<file path="src/rtl/fcpr_pkg.sv">
// Shared types, constants and reply-frame tables for the framed command parser.
package fcpr_pkg;

  localparam int QUEUE_DEPTH = 4;

  localparam logic [7:0] CH_U     = 8'h55;
  localparam logic [7:0] CH_N     = 8'h4E;
  localparam logic [7:0] CH_E     = 8'h45;
  localparam logic [7:0] CH_R     = 8'h52;
  localparam logic [7:0] CH_COLON = 8'h3A;
  localparam logic [7:0] CH_9     = 8'h39;
  localparam logic [7:0] CH_7     = 8'h37;

  localparam logic [7:0] CMD_ALIVE    = 8'hF0;
  localparam logic [7:0] CMD_ACK      = 8'h0D;
  localparam logic [7:0] CMD_FIRMWARE = 8'hF1;
  localparam logic [7:0] CMD_UNKNOWN  = 8'hFF;

  localparam logic [7:0] LEN_LONG  = 8'h05;
  localparam logic [7:0] LEN_SHORT = 8'h04;

  localparam logic [7:0] HDR_XOR = CH_U ^ CH_N ^ CH_E ^ CH_R;
  localparam logic [7:0] PFX_XOR = HDR_XOR ^ CH_COLON ^ CH_9 ^ CH_7;

  localparam logic [7:0] CS_ALIVE    = PFX_XOR ^ LEN_LONG ^ CMD_ALIVE ^ CMD_ACK;
  localparam logic [7:0] CS_FIRMWARE = PFX_XOR ^ LEN_SHORT ^ CMD_FIRMWARE;
  localparam logic [7:0] CS_UNKNOWN  = PFX_XOR ^ LEN_SHORT ^ CMD_UNKNOWN;

  localparam logic [3:0] FRAME_LEN_LONG  = 4'd11;
  localparam logic [3:0] FRAME_LEN_SHORT = 4'd10;

  typedef enum logic [1:0] {
    RPL_ALIVE    = 2'd0,
    RPL_FIRMWARE = 2'd1,
    RPL_UNKNOWN  = 2'd2
  } reply_kind_t;

  typedef struct packed {
    logic        valid;
    reply_kind_t kind;
  } reply_req_t;

  function automatic reply_kind_t classify(logic [7:0] code);
    reply_kind_t k;
    k = RPL_UNKNOWN;
    if (code == CMD_ALIVE) k = RPL_ALIVE;
    else if (code == CMD_FIRMWARE) k = RPL_FIRMWARE;
    return k;
  endfunction

  function automatic logic [3:0] reply_len(reply_kind_t kind);
    return (kind == RPL_ALIVE) ? FRAME_LEN_LONG : FRAME_LEN_SHORT;
  endfunction

  function automatic logic [7:0] reply_byte(reply_kind_t kind, logic [3:0] idx);
    logic [7:0] b;
    b = 8'h00;
    case (idx)
      4'd0: b = CH_U;
      4'd1: b = CH_N;
      4'd2: b = CH_E;
      4'd3: b = CH_R;
      4'd4: b = (kind == RPL_ALIVE) ? LEN_LONG : LEN_SHORT;
      4'd5: b = CH_COLON;
      4'd6: b = CH_9;
      4'd7: b = CH_7;
      4'd8: begin
        case (kind)
          RPL_ALIVE:    b = CMD_ALIVE;
          RPL_FIRMWARE: b = CMD_FIRMWARE;
          default:      b = CMD_UNKNOWN;
        endcase
      end
      4'd9: begin
        case (kind)
          RPL_ALIVE:    b = CMD_ACK;
          RPL_FIRMWARE: b = CS_FIRMWARE;
          default:      b = CS_UNKNOWN;
        endcase
      end
      4'd10: b = CS_ALIVE;
      default: b = 8'h00;
    endcase
    return b;
  endfunction

endpackage

</file>
<file path="src/rtl/fcpr_if.sv">
// Valid/ready channel interfaces for received bytes and reply bytes.
interface fcpr_in_if;
  logic       valid;
  logic       ready;
  logic       mode;
  logic [7:0] rx_byte;

  modport source (output valid, output mode, output rx_byte, input ready);
  modport sink   (input valid, input mode, input rx_byte, output ready);
endinterface

interface fcpr_out_if;
  logic       valid;
  logic       ready;
  logic [7:0] tx_byte;
  logic       last;

  modport source (output valid, output tx_byte, output last, input ready);
  modport sink   (input valid, input tx_byte, input last, output ready);
endinterface

</file>
<file path="src/rtl/framed_command_parser_responder.sv">
// Top level of the framed command parser and responder.
// Takes one received byte (or one unsolicited-alive request) per cycle and
// answers each good frame with a 10- or 11-byte reply frame, sent one byte
// per cycle while the result channel is ready, with last set on the checksum
// byte. The input side takes one transaction per cycle while the reply queue
// has room; the output side, a single byte emitter with one output register,
// sets the sustained limit of one reply byte per cycle, so a stream of minimal
// frames that all draw replies (seven bytes in, ten out) is output-bound.
// Up to QUEUE_DEPTH replies wait between parser and emitter.
module framed_command_parser_responder #(
  parameter int QUEUE_DEPTH = fcpr_pkg::QUEUE_DEPTH
) (
  input  logic        clk,
  input  logic        rst_n,
  fcpr_in_if.sink     in_ch,
  fcpr_out_if.source  out_ch
);

  fcpr_pkg::reply_req_t push;
  fcpr_pkg::reply_req_t head;
  logic                 q_full;
  logic                 pop;

  fcpr_front u_front (
    .clk    (clk),
    .rst_n  (rst_n),
    .in_ch  (in_ch),
    .q_full (q_full),
    .push   (push)
  );

  fcpr_queue #(
    .DEPTH (QUEUE_DEPTH)
  ) u_queue (
    .clk   (clk),
    .rst_n (rst_n),
    .push  (push),
    .pop   (pop),
    .full  (q_full),
    .head  (head)
  );

  fcpr_back u_back (
    .clk    (clk),
    .rst_n  (rst_n),
    .head   (head),
    .pop    (pop),
    .out_ch (out_ch)
  );

endmodule

</file>
<file path="src/rtl/fcpr_front.sv">
// Front end: frame parser; queues replies for good frames and alive requests.
module fcpr_front (
  input  logic                clk,
  input  logic                rst_n,
  fcpr_in_if.sink             in_ch,
  input  logic                q_full,
  output fcpr_pkg::reply_req_t push
);

  typedef enum logic [6:0] {
    PS_HUNT    = 7'b0000001,
    PS_HDR1    = 7'b0000010,
    PS_HDR2    = 7'b0000100,
    PS_HDR3    = 7'b0001000,
    PS_LEN     = 7'b0010000,
    PS_TOKEN   = 7'b0100000,
    PS_PAYLOAD = 7'b1000000
  } parse_state_t;

  parse_state_t          state_r, state_nxt;
  logic [7:0]            rem_r, rem_nxt;
  logic [7:0]            csum_r, csum_nxt;
  logic [1:0]            off_r, off_nxt;
  fcpr_pkg::reply_kind_t kind_r, kind_nxt;
  logic                  accept;
  logic [7:0]            b;
  logic [7:0]            eff;
  parse_state_t          hunt_state;

  assign in_ch.ready = !q_full;
  assign accept      = in_ch.valid && in_ch.ready;
  assign b           = in_ch.rx_byte;
  assign eff         = (rem_r == 8'd0) ? 8'hFF : rem_r;
  assign hunt_state  = (b == fcpr_pkg::CH_U) ? PS_HDR1 : PS_HUNT;

  always_comb begin
    state_nxt = state_r;
    rem_nxt   = rem_r;
    csum_nxt  = csum_r;
    off_nxt   = off_r;
    kind_nxt  = kind_r;
    push      = '{valid: 1'b0, kind: fcpr_pkg::RPL_ALIVE};
    if (accept) begin
      if (in_ch.mode) begin
        push = '{valid: 1'b1, kind: fcpr_pkg::RPL_ALIVE};
      end else begin
        case (state_r)
          PS_HUNT: state_nxt = hunt_state;
          PS_HDR1: state_nxt = (b == fcpr_pkg::CH_N) ? PS_HDR2 : hunt_state;
          PS_HDR2: state_nxt = (b == fcpr_pkg::CH_E) ? PS_HDR3 : hunt_state;
          PS_HDR3: state_nxt = (b == fcpr_pkg::CH_R) ? PS_LEN : hunt_state;
          PS_LEN: begin
            rem_nxt   = b;
            state_nxt = PS_TOKEN;
          end
          PS_TOKEN: begin
            if (b == fcpr_pkg::CH_COLON) begin
              state_nxt = PS_PAYLOAD;
              csum_nxt  = fcpr_pkg::HDR_XOR ^ fcpr_pkg::CH_COLON ^ rem_r;
              off_nxt   = 2'd0;
              kind_nxt  = fcpr_pkg::RPL_UNKNOWN;
            end else begin
              state_nxt = hunt_state;
            end
          end
          PS_PAYLOAD: begin
            if (eff > 8'd1) begin
              csum_nxt = csum_r ^ b;
              if (off_r == 2'd2) kind_nxt = fcpr_pkg::classify(b);
              if (off_r != 2'd3) off_nxt = off_r + 2'd1;
              rem_nxt = eff - 8'd1;
            end else begin
              rem_nxt   = 8'd0;
              state_nxt = hunt_state;
              if (csum_r == b) push = '{valid: 1'b1, kind: kind_r};
            end
          end
          default: state_nxt = hunt_state;
        endcase
      end
    end
  end

  always_ff @(posedge clk) begin
    if (!rst_n) begin
      state_r <= PS_HUNT;
      rem_r   <= 8'd0;
      csum_r  <= 8'd0;
      off_r   <= 2'd0;
      kind_r  <= fcpr_pkg::RPL_UNKNOWN;
    end else begin
      state_r <= state_nxt;
      rem_r   <= rem_nxt;
      csum_r  <= csum_nxt;
      off_r   <= off_nxt;
      kind_r  <= kind_nxt;
    end
  end

endmodule

</file>
<file path="src/rtl/fcpr_queue.sv">
// Reply queue between the parser and the reply emitter.
module fcpr_queue #(
  parameter int DEPTH = fcpr_pkg::QUEUE_DEPTH
) (
  input  logic                 clk,
  input  logic                 rst_n,
  input  fcpr_pkg::reply_req_t push,
  input  logic                 pop,
  output logic                 full,
  output fcpr_pkg::reply_req_t head
);

  localparam int PW = (DEPTH > 1) ? $clog2(DEPTH) : 1;
  localparam int CW = $clog2(DEPTH + 1);

  fcpr_pkg::reply_kind_t mem_r [DEPTH];
  logic [PW-1:0]         wr_ptr_r, wr_ptr_nxt;
  logic [PW-1:0]         rd_ptr_r, rd_ptr_nxt;
  logic [CW-1:0]         count_r, count_nxt;
  logic                  do_push, do_pop;

  assign full    = (count_r == CW'(DEPTH));
  assign do_push = push.valid && !full;
  assign do_pop  = pop && (count_r != '0);
  assign head    = '{valid: (count_r != '0), kind: mem_r[rd_ptr_r]};

  always_comb begin
    wr_ptr_nxt = wr_ptr_r;
    rd_ptr_nxt = rd_ptr_r;
    count_nxt  = count_r;
    if (do_push) wr_ptr_nxt = (wr_ptr_r == PW'(DEPTH - 1)) ? '0 : wr_ptr_r + 1'b1;
    if (do_pop)  rd_ptr_nxt = (rd_ptr_r == PW'(DEPTH - 1)) ? '0 : rd_ptr_r + 1'b1;
    if (do_push && !do_pop) count_nxt = count_r + 1'b1;
    else if (do_pop && !do_push) count_nxt = count_r - 1'b1;
  end

  always_ff @(posedge clk) begin
    if (do_push) mem_r[wr_ptr_r] <= push.kind;
  end

  always_ff @(posedge clk) begin
    if (!rst_n) begin
      wr_ptr_r <= '0;
      rd_ptr_r <= '0;
      count_r  <= '0;
    end else begin
      wr_ptr_r <= wr_ptr_nxt;
      rd_ptr_r <= rd_ptr_nxt;
      count_r  <= count_nxt;
    end
  end

endmodule

</file>
<file path="src/rtl/fcpr_back.sv">
// Back end: emits the queued reply frames one byte per transaction.
module fcpr_back (
  input  logic                 clk,
  input  logic                 rst_n,
  input  fcpr_pkg::reply_req_t head,
  output logic                 pop,
  fcpr_out_if.source           out_ch
);

  logic [3:0] idx_r, idx_nxt;
  logic       valid_r, valid_nxt;
  logic [7:0] byte_r, byte_nxt;
  logic       last_r, last_nxt;
  logic       load;
  logic       is_last;

  assign load    = head.valid && (!valid_r || out_ch.ready);
  assign is_last = (idx_r == fcpr_pkg::reply_len(head.kind) - 4'd1);
  assign pop     = load && is_last;

  assign out_ch.valid   = valid_r;
  assign out_ch.tx_byte = byte_r;
  assign out_ch.last    = last_r;

  always_comb begin
    idx_nxt   = idx_r;
    valid_nxt = valid_r;
    byte_nxt  = byte_r;
    last_nxt  = last_r;
    if (load) begin
      valid_nxt = 1'b1;
      byte_nxt  = fcpr_pkg::reply_byte(head.kind, idx_r);
      last_nxt  = is_last;
      idx_nxt   = is_last ? 4'd0 : idx_r + 4'd1;
    end else if (out_ch.ready) begin
      valid_nxt = 1'b0;
    end
  end

  always_ff @(posedge clk) begin
    if (!rst_n) begin
      idx_r   <= 4'd0;
      valid_r <= 1'b0;
    end else begin
      idx_r   <= idx_nxt;
      valid_r <= valid_nxt;
    end
  end

  always_ff @(posedge clk) begin
    byte_r <= byte_nxt;
    last_r <= last_nxt;
  end

endmodule

</file>
<file path="src/flat_wrapper.sv">
// flat-port wrapper written by rule: the top's interface ports become plain ports
module framed_command_parser_responder_flat 
#(
  parameter int QUEUE_DEPTH = fcpr_pkg::QUEUE_DEPTH
)
  (clk, rst_n, in_ch_valid, in_ch_mode, in_ch_rx_byte, in_ch_ready, out_ch_valid, out_ch_tx_byte, out_ch_last, out_ch_ready);
  fcpr_in_if in_ch_i ();
  fcpr_out_if out_ch_i ();
  input  logic clk;
  input  logic rst_n;
  input wire logic [$bits(in_ch_i.valid)-1:0] in_ch_valid;
  input wire logic [$bits(in_ch_i.mode)-1:0] in_ch_mode;
  input wire logic [$bits(in_ch_i.rx_byte)-1:0] in_ch_rx_byte;
  output wire logic [$bits(in_ch_i.ready)-1:0] in_ch_ready;
  output wire logic [$bits(out_ch_i.valid)-1:0] out_ch_valid;
  output wire logic [$bits(out_ch_i.tx_byte)-1:0] out_ch_tx_byte;
  output wire logic [$bits(out_ch_i.last)-1:0] out_ch_last;
  input wire logic [$bits(out_ch_i.ready)-1:0] out_ch_ready;
  assign in_ch_i.valid = in_ch_valid;
  assign in_ch_i.mode = in_ch_mode;
  assign in_ch_i.rx_byte = in_ch_rx_byte;
  assign in_ch_ready = in_ch_i.ready;
  assign out_ch_valid = out_ch_i.valid;
  assign out_ch_tx_byte = out_ch_i.tx_byte;
  assign out_ch_last = out_ch_i.last;
  assign out_ch_i.ready = out_ch_ready;
  framed_command_parser_responder #(.QUEUE_DEPTH(QUEUE_DEPTH)) u_core (.clk(clk), .rst_n(rst_n), .in_ch(in_ch_i), .out_ch(out_ch_i));
endmodule
</file>
<file path="config.mk">
export PLATFORM = sky130hd
export DESIGN_NAME = framed_command_parser_responder_flat
export DESIGN_NICKNAME = d
export VERILOG_FILES = /design/src/rtl/fcpr_pkg.sv /design/src/rtl/fcpr_if.sv /design/src/rtl/framed_command_parser_responder.sv /design/src/rtl/fcpr_front.sv /design/src/rtl/fcpr_queue.sv /design/src/rtl/fcpr_back.sv /design/src/flat_wrapper.sv
export SDC_FILE = /design/constraint.sdc
export NUM_CORES = 1
export LEC_CHECK = 0
export ABC_AREA = 1
export BUFFER_PORTS_ARGS = -buffer_cell sky130_fd_sc_hd__buf_2
export CORE_MARGIN = 2
export CORE_UTILIZATION = 40
export CTS_CLUSTER_DIAMETER = 150
export DETAILED_ROUTE_END_ITERATION = 16
export PLACE_DENSITY = 0.69
export SKIP_CTS_REPAIR_TIMING = 1
export SYNTH_ARGS = -nofsm -noshare
export SYNTH_HDL_FRONTEND = slang
export SYNTH_SLANG_ARGS = --single-unit
</file>
<file path="constraint.sdc">
create_clock -name clk -period 4.9 [get_ports clk]
set_input_delay 0.245 -clock clk [delete_from_list [all_inputs] [get_ports clk]]
set_output_delay 0.245 -clock clk [all_outputs]
set_load 0.01 [all_outputs]
</file>
==> impl_metrics.csv, run 1 <==
group,metric,value,unit
drt,post_drt_via_cell_ratio,5.04,
cts,clock_tree.buffer_depth,2,
floorplanning,dieArea,9230,sq um
drt,drt_initial_violations,116,
synthesis,synthTopCellsByArea,"dfxtp_1 24%, edfxtp_1 15%, nor2_1 8.7%",
setup_path,regToRegSetupSlack,1930,ps
layout,mostFrequentLayoutCells,"79 x nor2_1, 77 x nand2_1, 64 x inv_1, 42 x o21ai_0, 41 x dfxtp_1",
floorplanning,core_area,8220,sq um
setup_path,end_kind,"flop",
synthesis,synth.ff_latch_count,58,
pwr,leakage,1.56,nW
floorplanning,fp-row-count,33,
pwr,power.ir.vdd_worst,0.197,mV
global_route,use_met3,0.0486,
synthesis,synth_edf_count,17,
layout,antennaDiodeCount,0,
job,maxCapViolations,0,
layout,fill_cells,826,
sta,timing.setup.tns,0,ps
synthesis,synth_area_leader,"dfxtp_1",
synthesis,synthesis.area_per_instance,7.23,sq um
synthesis,synth_flop_cell,"dfxtp_1",
synthesis,yosysSeqAreaShare,0.392,
synthesis,ys_types,38,
setup_path,critPathArrivalTime,3190,ps
setup_path,reg2reg_to,"u_core.u_queue.count_r[2]$_SDFFE_PN0P_",
cts,cts_tree,"yes",
global_route,antenna_found_initial,0,
setup_path,crit_fanout,18,
synthesis,postSynthNetCount,497,
layout,leading_cell_type_in_the_layout_fill_and_taps_excluded,"nor2_1",
placement,io_buffer_count,23,
setup_path,worstPathRequired,5120,ps
setup_path,timing.critical_path.from_type,"flop",
global_route,globalRouteMet1Util,0.214,
layout,post_layout_nonfiller_instances,606,
synthesis,synth_area,3390,sq um
setup_path,worstReg2RegStart,"u_core.u_front.state_r[0]$_SDFFE_PN1P_",
setup_path,worst-r2r-cell-count,14,
min_path,min-delay-start,"out_ch_ready",
synthesis,ys.warnings.count,0,
cts,worst_path_clk_slew,70,ps
synthesis,netlist_instances,469,
floorplanning,vertical_die_dimension,96.1,microns
global_route,grt_max_degree,31,
pwr,power-per-cell-area,305,nW/um^2
floorplanning,io_pins,24,
min_path,holdPathStages,4,
sta,timing.clock.skew,6.86,ps
synthesis,yosysTopAreaCellShare,0.242,
placement,dp_hpwl,5550,microns
sta,final-setup-viol-count,0,
cts,clock_tree.root_cell,"clkbuf_8",
placement,place_inst,590,
sta,worstMarginPinSlew,877,ps
floorplanning,die_w,96.1,microns
drt,routed_wl,7440,microns
cts,cts_inserted_buffers,9,
layout,syn_to_layout_area_delta,12.6,%
sta,period_share,0.607,
run_status,status,"completed",
global_route,grt-ovfl-total,0,
global_route,via_count_of_the_first_global_routing_pass,2799,
drt,first_pass_iters,4,
sta,finalHoldViolations,0,
synthesis,synthArstFlopShare,0,
global_route,grt-busiest-layer,"met2",
layout,drive_gt1_frac,0.116,
sta,top_achievable_clock_speed,0.336,GHz
layout,fin_nets,524,
drt,wl_per_cell,12.3,microns
sta,unrepaired_setup_endpoints_after_global_routing,"false",
sta,timing.final.crit_period,2970,ps
global_route,wire_length_of_the_first_global_routing_pass,12600,microns
drt,drcViolationCount,0,
drt,num_vias,3056,
cts,cts_sinks,58,
cts,clk_lat_worst_skew,330,ps
min_path,holdCritPathClass,"in -> reg",
setup_path,worst-setup-path-type,"reg -> reg",
placement,place.gp.congestion,0.862,
sta,slew_headroom,0.413,
cts,h-tree-depth,3,
floorplanning,start_util,0.413,
global_route,grt_use_met2,0.297,
drt,post_detailed_route_count_of_antenna_violating_nets,0,
global_route,globalRouteTotalUtil,0.174,
min_path,worstHoldEndpoint,"u_core.u_back.out_ch.valid$_SDFFE_PN0P_",
sta,slew_limit_fails,0,
[metal layers]
metal,vias up,wire [microns],share of wire
met1,1389,3400,0.46
met4,0,49,0.0066
met3,4,381,0.051
li1,1585,-,-
met2,78,3610,0.49
met5,-,0,0
[final cells by class]
| class | count | area (sq um) | area share |
|---|---|---|---|
| repair buffers | 23 | 115 | 0.0301 |
| multi-input cells | 337 | 1780 | 0.465 |
| well taps | 105 | 131 | 0.0344 |
| flip-flops and latches | 58 | 1330 | 0.349 |
| clock buffers | 10 | 128 | 0.0334 |
| clock inverters | 6 | 81.3 | 0.0213 |
| inverters | 67 | 256 | 0.0672 |
[metrics by stage]
step	cell area, sq um	hold slack, ps	power [mW]	setup WS, ps	util
after global routing	3820	296	1.23	1600	0.465
final	3820	294	1.17	1930	0.465
after floorplan	3390	439	0.659	2290	-
after detailed placement	3610	480	0.707	1950	0.439
after CTS	3820	287	1.18	1950	0.465
after global placement	3610	462	0.703	1990	0.439
[power by group]
group          total (mW)  switching, mW  internal, mW
Combinational       0.157          0.103        0.0540
Sequential          0.540         0.0141         0.526
Clock               0.469          0.186         0.283
[critical path, stage by stage, from the launching register on]
cell	delay, ps
dfxtp_1	330
nor2_2	160
nand3_2	130
nor3_4	540
nand4_1	250
nand2_1	190
nand2_1	140
inv_1	80
ha_1	130
inv_1	60
fa_1	370
a21oi_1	150
o21ai_0	110
o21ai_0	150
a21oi_1	50
[logic make-up after synthesis]
family	after synthesis	synth area share
AOI/OAI and AO/OA	85	0.138
xor gates and xnor gates	12	0.0310
adders and majority gates	15	0.0575
buffers and inverters	74	0.0841
DFF	58	0.392
muxes	1	0.00295
and+or+nand+nor	224	0.294
[sequential cells by signal, indices dropped and copies added, names as in the netlist, 3 cells and up, named ones only]
register                      count
u_core.u_back.out_ch.tx_byte      8
u_core.u_back.idx_r               4
u_core.u_queue.mem_r              8
u_core.u_front.state_r            7
u_core.u_queue.count_r            3
u_core.u_front.csum_r             8
u_core.u_front.rem_r              8
[Yosys cell counts, drive strengths merged, types with 2 or more instances]
| cell | count |
|---|---|
| dfxtp | 41 |
| ha | 14 |
| o211ai | 4 |
| buf | 2 |
| inv | 66 |
| nand3 | 33 |
| a21oi | 32 |
| nand2 | 81 |
| edfxtp | 17 |
| clkbuf | 5 |
| xor2 | 7 |
| xnor2 | 5 |
| or2 | 3 |
| nor2 | 85 |
| o21ai | 44 |
| nand4 | 11 |
| nor4 | 2 |
| nor3 | 8 |
[worst max-delay path by stage]
| stage | start | to | slack [ps] | depth (start not counted) |
|---|---|---|---|---|
| 2_1_floorplan | u_core.u_front.rem_r[0]$_SDFFE_PN0P_ | u_core.u_queue.count_r[2]$_SDFFE_PN0P_ | 2290 | 18 |
| 3_3_place_gp | u_core.u_front.state_r[0]$_SDFFE_PN1P_ | u_core.u_queue.count_r[2]$_SDFFE_PN0P_ | 1990 | 14 |
| 3_5_place_dp | u_core.u_front.state_r[0]$_SDFFE_PN1P_ | u_core.u_queue.count_r[2]$_SDFFE_PN0P_ | 1950 | 14 |
| 4_1_cts | u_core.u_front.state_r[0]$_SDFFE_PN1P_ | u_core.u_queue.count_r[2]$_SDFFE_PN0P_ | 1950 | 14 |
| 5_1_grt | u_core.u_front.state_r[0]$_SDFFE_PN1P_ | u_core.u_queue.count_r[2]$_SDFFE_PN0P_ | 1600 | 14 |
| 6_report | u_core.u_front.state_r[0]$_SDFFE_PN1P_ | u_core.u_queue.count_r[2]$_SDFFE_PN0P_ | 1930 | 14 |
(Power assumes the default switching activity.)
==> inputs of run 2 (changes only) <==
--- a/config.mk
+++ b/config.mk
@@ -11,7 +11,7 @@
 export CORE_UTILIZATION = 40
 export CTS_CLUSTER_DIAMETER = 150
 export DETAILED_ROUTE_END_ITERATION = 16
-export PLACE_DENSITY = 0.69
+export PLACE_DENSITY = 0.71
 export SKIP_CTS_REPAIR_TIMING = 1
 export SYNTH_ARGS = -nofsm -noshare
 export SYNTH_HDL_FRONTEND = slang
==> constraint.sdc (replaced) <==
create_clock -name clk -period 2.6 [get_ports clk]
set_input_delay 0.13 -clock clk [delete_from_list [all_inputs] [get_ports clk]]
set_output_delay 0.13 -clock clk [all_outputs]
set_load 0.01 [all_outputs]
==> impl_metrics.csv, run 2 (same netlist as run 1, synthesis figures left out) <==
group,metric,value,unit
layout,mostFrequentLayoutCells,"78 x nor2_1, 73 x nand2_1, 60 x inv_1, 40 x o21ai_0, 38 x dfxtp_1",
floorplanning,io_pins,24,
setup_path,regToRegSetupSlack,100,ps
sta,final-setup-viol-count,0,
placement,dp_hpwl,5620,microns
setup_path,critPathBufInv,2,
layout,fill_cells,809,
layout,leading_cell_type_in_the_layout_fill_and_taps_excluded,"nor2_1",
setup_path,critPathArrivalTime,2740,ps
global_route,grt_max_degree,31,
floorplanning,die_w,96.1,microns
cts,clk_lat_worst_skew,350,ps
setup_path,crit_fanout,7,
placement,place.gp.congestion,0.879,
run_status,status,"completed",
sta,period_share,0.960,
sta,slew_limit_fails,0,
drt,num_vias,3185,
floorplanning,fp-row-count,33,
layout,syn_to_layout_area_delta,17.4,%
layout,postLayoutCellArea,3980,sq um
global_route,via_count_of_the_first_global_routing_pass,2880,
drt,post_drt_via_cell_ratio,5.11,
sta,top_achievable_clock_speed,0.400,GHz
layout,drive_gt1_frac,0.183,
layout,multi_input_area,1840,sq um
setup_path,critical_path.slowest_cell,"dfxtp_1",
cts,cts_tree,"yes",
layout,final-seq-area,1340,sq um
layout,fin_nets,541,
layout,antennaDiodeCount,0,
cts,cts_sinks,58,
floorplanning,dieArea,9230,sq um
cts,clock_tree.root_cell,"clkbuf_8",
cts,worst_path_clk_slew,70,ps
cts,cts_inserted_buffers,9,
min_path,holdPathStages,3,
placement,io_buffer_count,23,
setup_path,reg2reg_to,"u_core.u_queue.count_r[2]$_SDFFE_PN0P_",
setup_path,worst-r2r-cell-count,17,
drt,first_pass_iters,4,
drt,drt_initial_violations,129,
pwr,leakage,1.63,nW
sta,timing.hold.ws,153,ps
sta,finalHoldViolations,0,
setup_path,cpLargestDelayFamily,"simple AND/OR/NAND/NOR gates",
drt,wl_per_cell,12.5,microns
drt,drcViolationCount,0,
global_route,globalRouteTotalUtil,0.181,
placement,dpl_cell_area,3720,sq um
floorplanning,core_area,8220,sq um
sta,slew_headroom,0.564,
cts,clock_tree.buffer_depth,2,
setup_path,timing.critical_path.from_type,"flop",
min_path,holdCritPathClass,"in -> reg",
sta,timing.clock.skew,6.31,ps
global_route,wire_length_of_the_first_global_routing_pass,12900,microns
floorplanning,start_util,0.413,
pwr,power.ir.vdd_worst,0.258,mV
setup_path,worst-setup-path-type,"reg -> reg",
setup_path,path_cells,"nor2_1 -> nand2_1 -> nor2_4 -> nor2_4 -> nand3_2 -> nor2_2 -> nand4_1 -> nand2_2 -> nand2_2 -> inv_2 -> ha_4 -> inv_2 -> fa_2 -> a21oi_2 -> o21ai_2 -> o21ai_1 -> a21oi_1",
job,maxCapViolations,0,
global_route,grt-ovfl-total,0,
global_route,antenna_found_initial,0,
floorplanning,vertical_die_dimension,96.1,microns
setup_path,end_kind,"flop",
min_path,worstHoldEndpoint,"u_core.u_front.rem_r[0]$_SDFFE_PN0P_",
drt,post_detailed_route_count_of_antenna_violating_nets,0,
setup_path,max_stage_delay,410,ps
sta,timing.final.crit_period,2500,ps
cts,h-tree-depth,3,
drt,routed_wl,7760,microns
pwr,power-per-cell-area,528,nW/um^2
min_path,min-delay-start,"in_ch_rx_byte[0]",
setup_path,worstReg2RegStart,"u_core.u_front.rem_r[5]$_SDFFE_PN0P_",
setup_path,worstPathRequired,2840,ps
sta,worstMarginPinSlew,649,ps
-- run 2: cell types whose count changed in the layout (fill, tap and decap cells not counted), sizes merged --
cell	previous run	this run
buf	23	40
bufinv	2	0
clkinvlp	1	3
clkinv	4	3
inv	66	67
-- run 2: tightest hold or removal path: stages --
cell and delay, ps:
buf_2 130, a21oi_1 130, a21oi_1 70
-- run 2: metrics by stage --
stage / setup TNS, ps / instances / worst slack [ps] / utilization / power [mW]
2_1_floorplan: 0 / 469 / 6.99 / - / 1.24
3_3_place_gp: 0 / 604 / 10.6 / 0.452 / 1.33
3_5_place_dp: -95.4 / 604 / -95.4 / 0.452 / 1.34
4_1_cts: -111 / 620 / -111 / 0.474 / 2.11
5_1_grt: -73.9 / 623 / -70.1 / 0.485 / 2.21
6_report: 0 / 623 / 103 / 0.485 / 2.10
-- run 2: how the worst max path moves through the flow --
stage	slack (ps)	endpoint	from	cells past startpoint
after floorplan	7	u_core.u_queue.count_r[2]$_SDFFE_PN0P_	u_core.u_front.rem_r[0]$_SDFFE_PN0P_	18
after global routing	-70	u_core.u_queue.count_r[2]$_SDFFE_PN0P_	u_core.u_front.rem_r[5]$_SDFFE_PN0P_	17
after global placement	10	u_core.u_queue.count_r[2]$_SDFFE_PN0P_	u_core.u_front.rem_r[0]$_SDFFE_PN0P_	18
after CTS	-110	u_core.u_queue.count_r[2]$_SDFFE_PN0P_	u_core.u_front.rem_r[0]$_SDFFE_PN0P_	18
after detailed placement	-100	u_core.u_queue.count_r[2]$_SDFFE_PN0P_	u_core.u_front.rem_r[0]$_SDFFE_PN0P_	18
final	100	u_core.u_queue.count_r[2]$_SDFFE_PN0P_	u_core.u_front.rem_r[5]$_SDFFE_PN0P_	17
-- run 2: area by class of cell --
type,count,share of cell area
Tap cell,105,0.0330
Sequential cell,58,0.335
Multi-Input combinational cell,337,0.462
Clock inverter,6,0.0104
Inverter,67,0.0644
Timing Repair Buffer,40,0.0609
Clock buffer,10,0.0346
-- run 2: metal layers --
layer / vias to the layer above / share of wire / GRT usage
met5: - / 0 / 0
met4: 0 / 0.019 / 0.0738
met3: 14 / 0.056 / 0.0431
met2: 89 / 0.49 / 0.306
met1: 1458 / 0.43 / 0.220
li1: 1624 / - / -
-- run 2: where the power goes --
group          switching [mW]  leakage [nW]  internal (mW)
registers              0.0273         0.494          0.991
clock network           0.394        0.0847          0.370
logic                   0.202          1.05          0.117
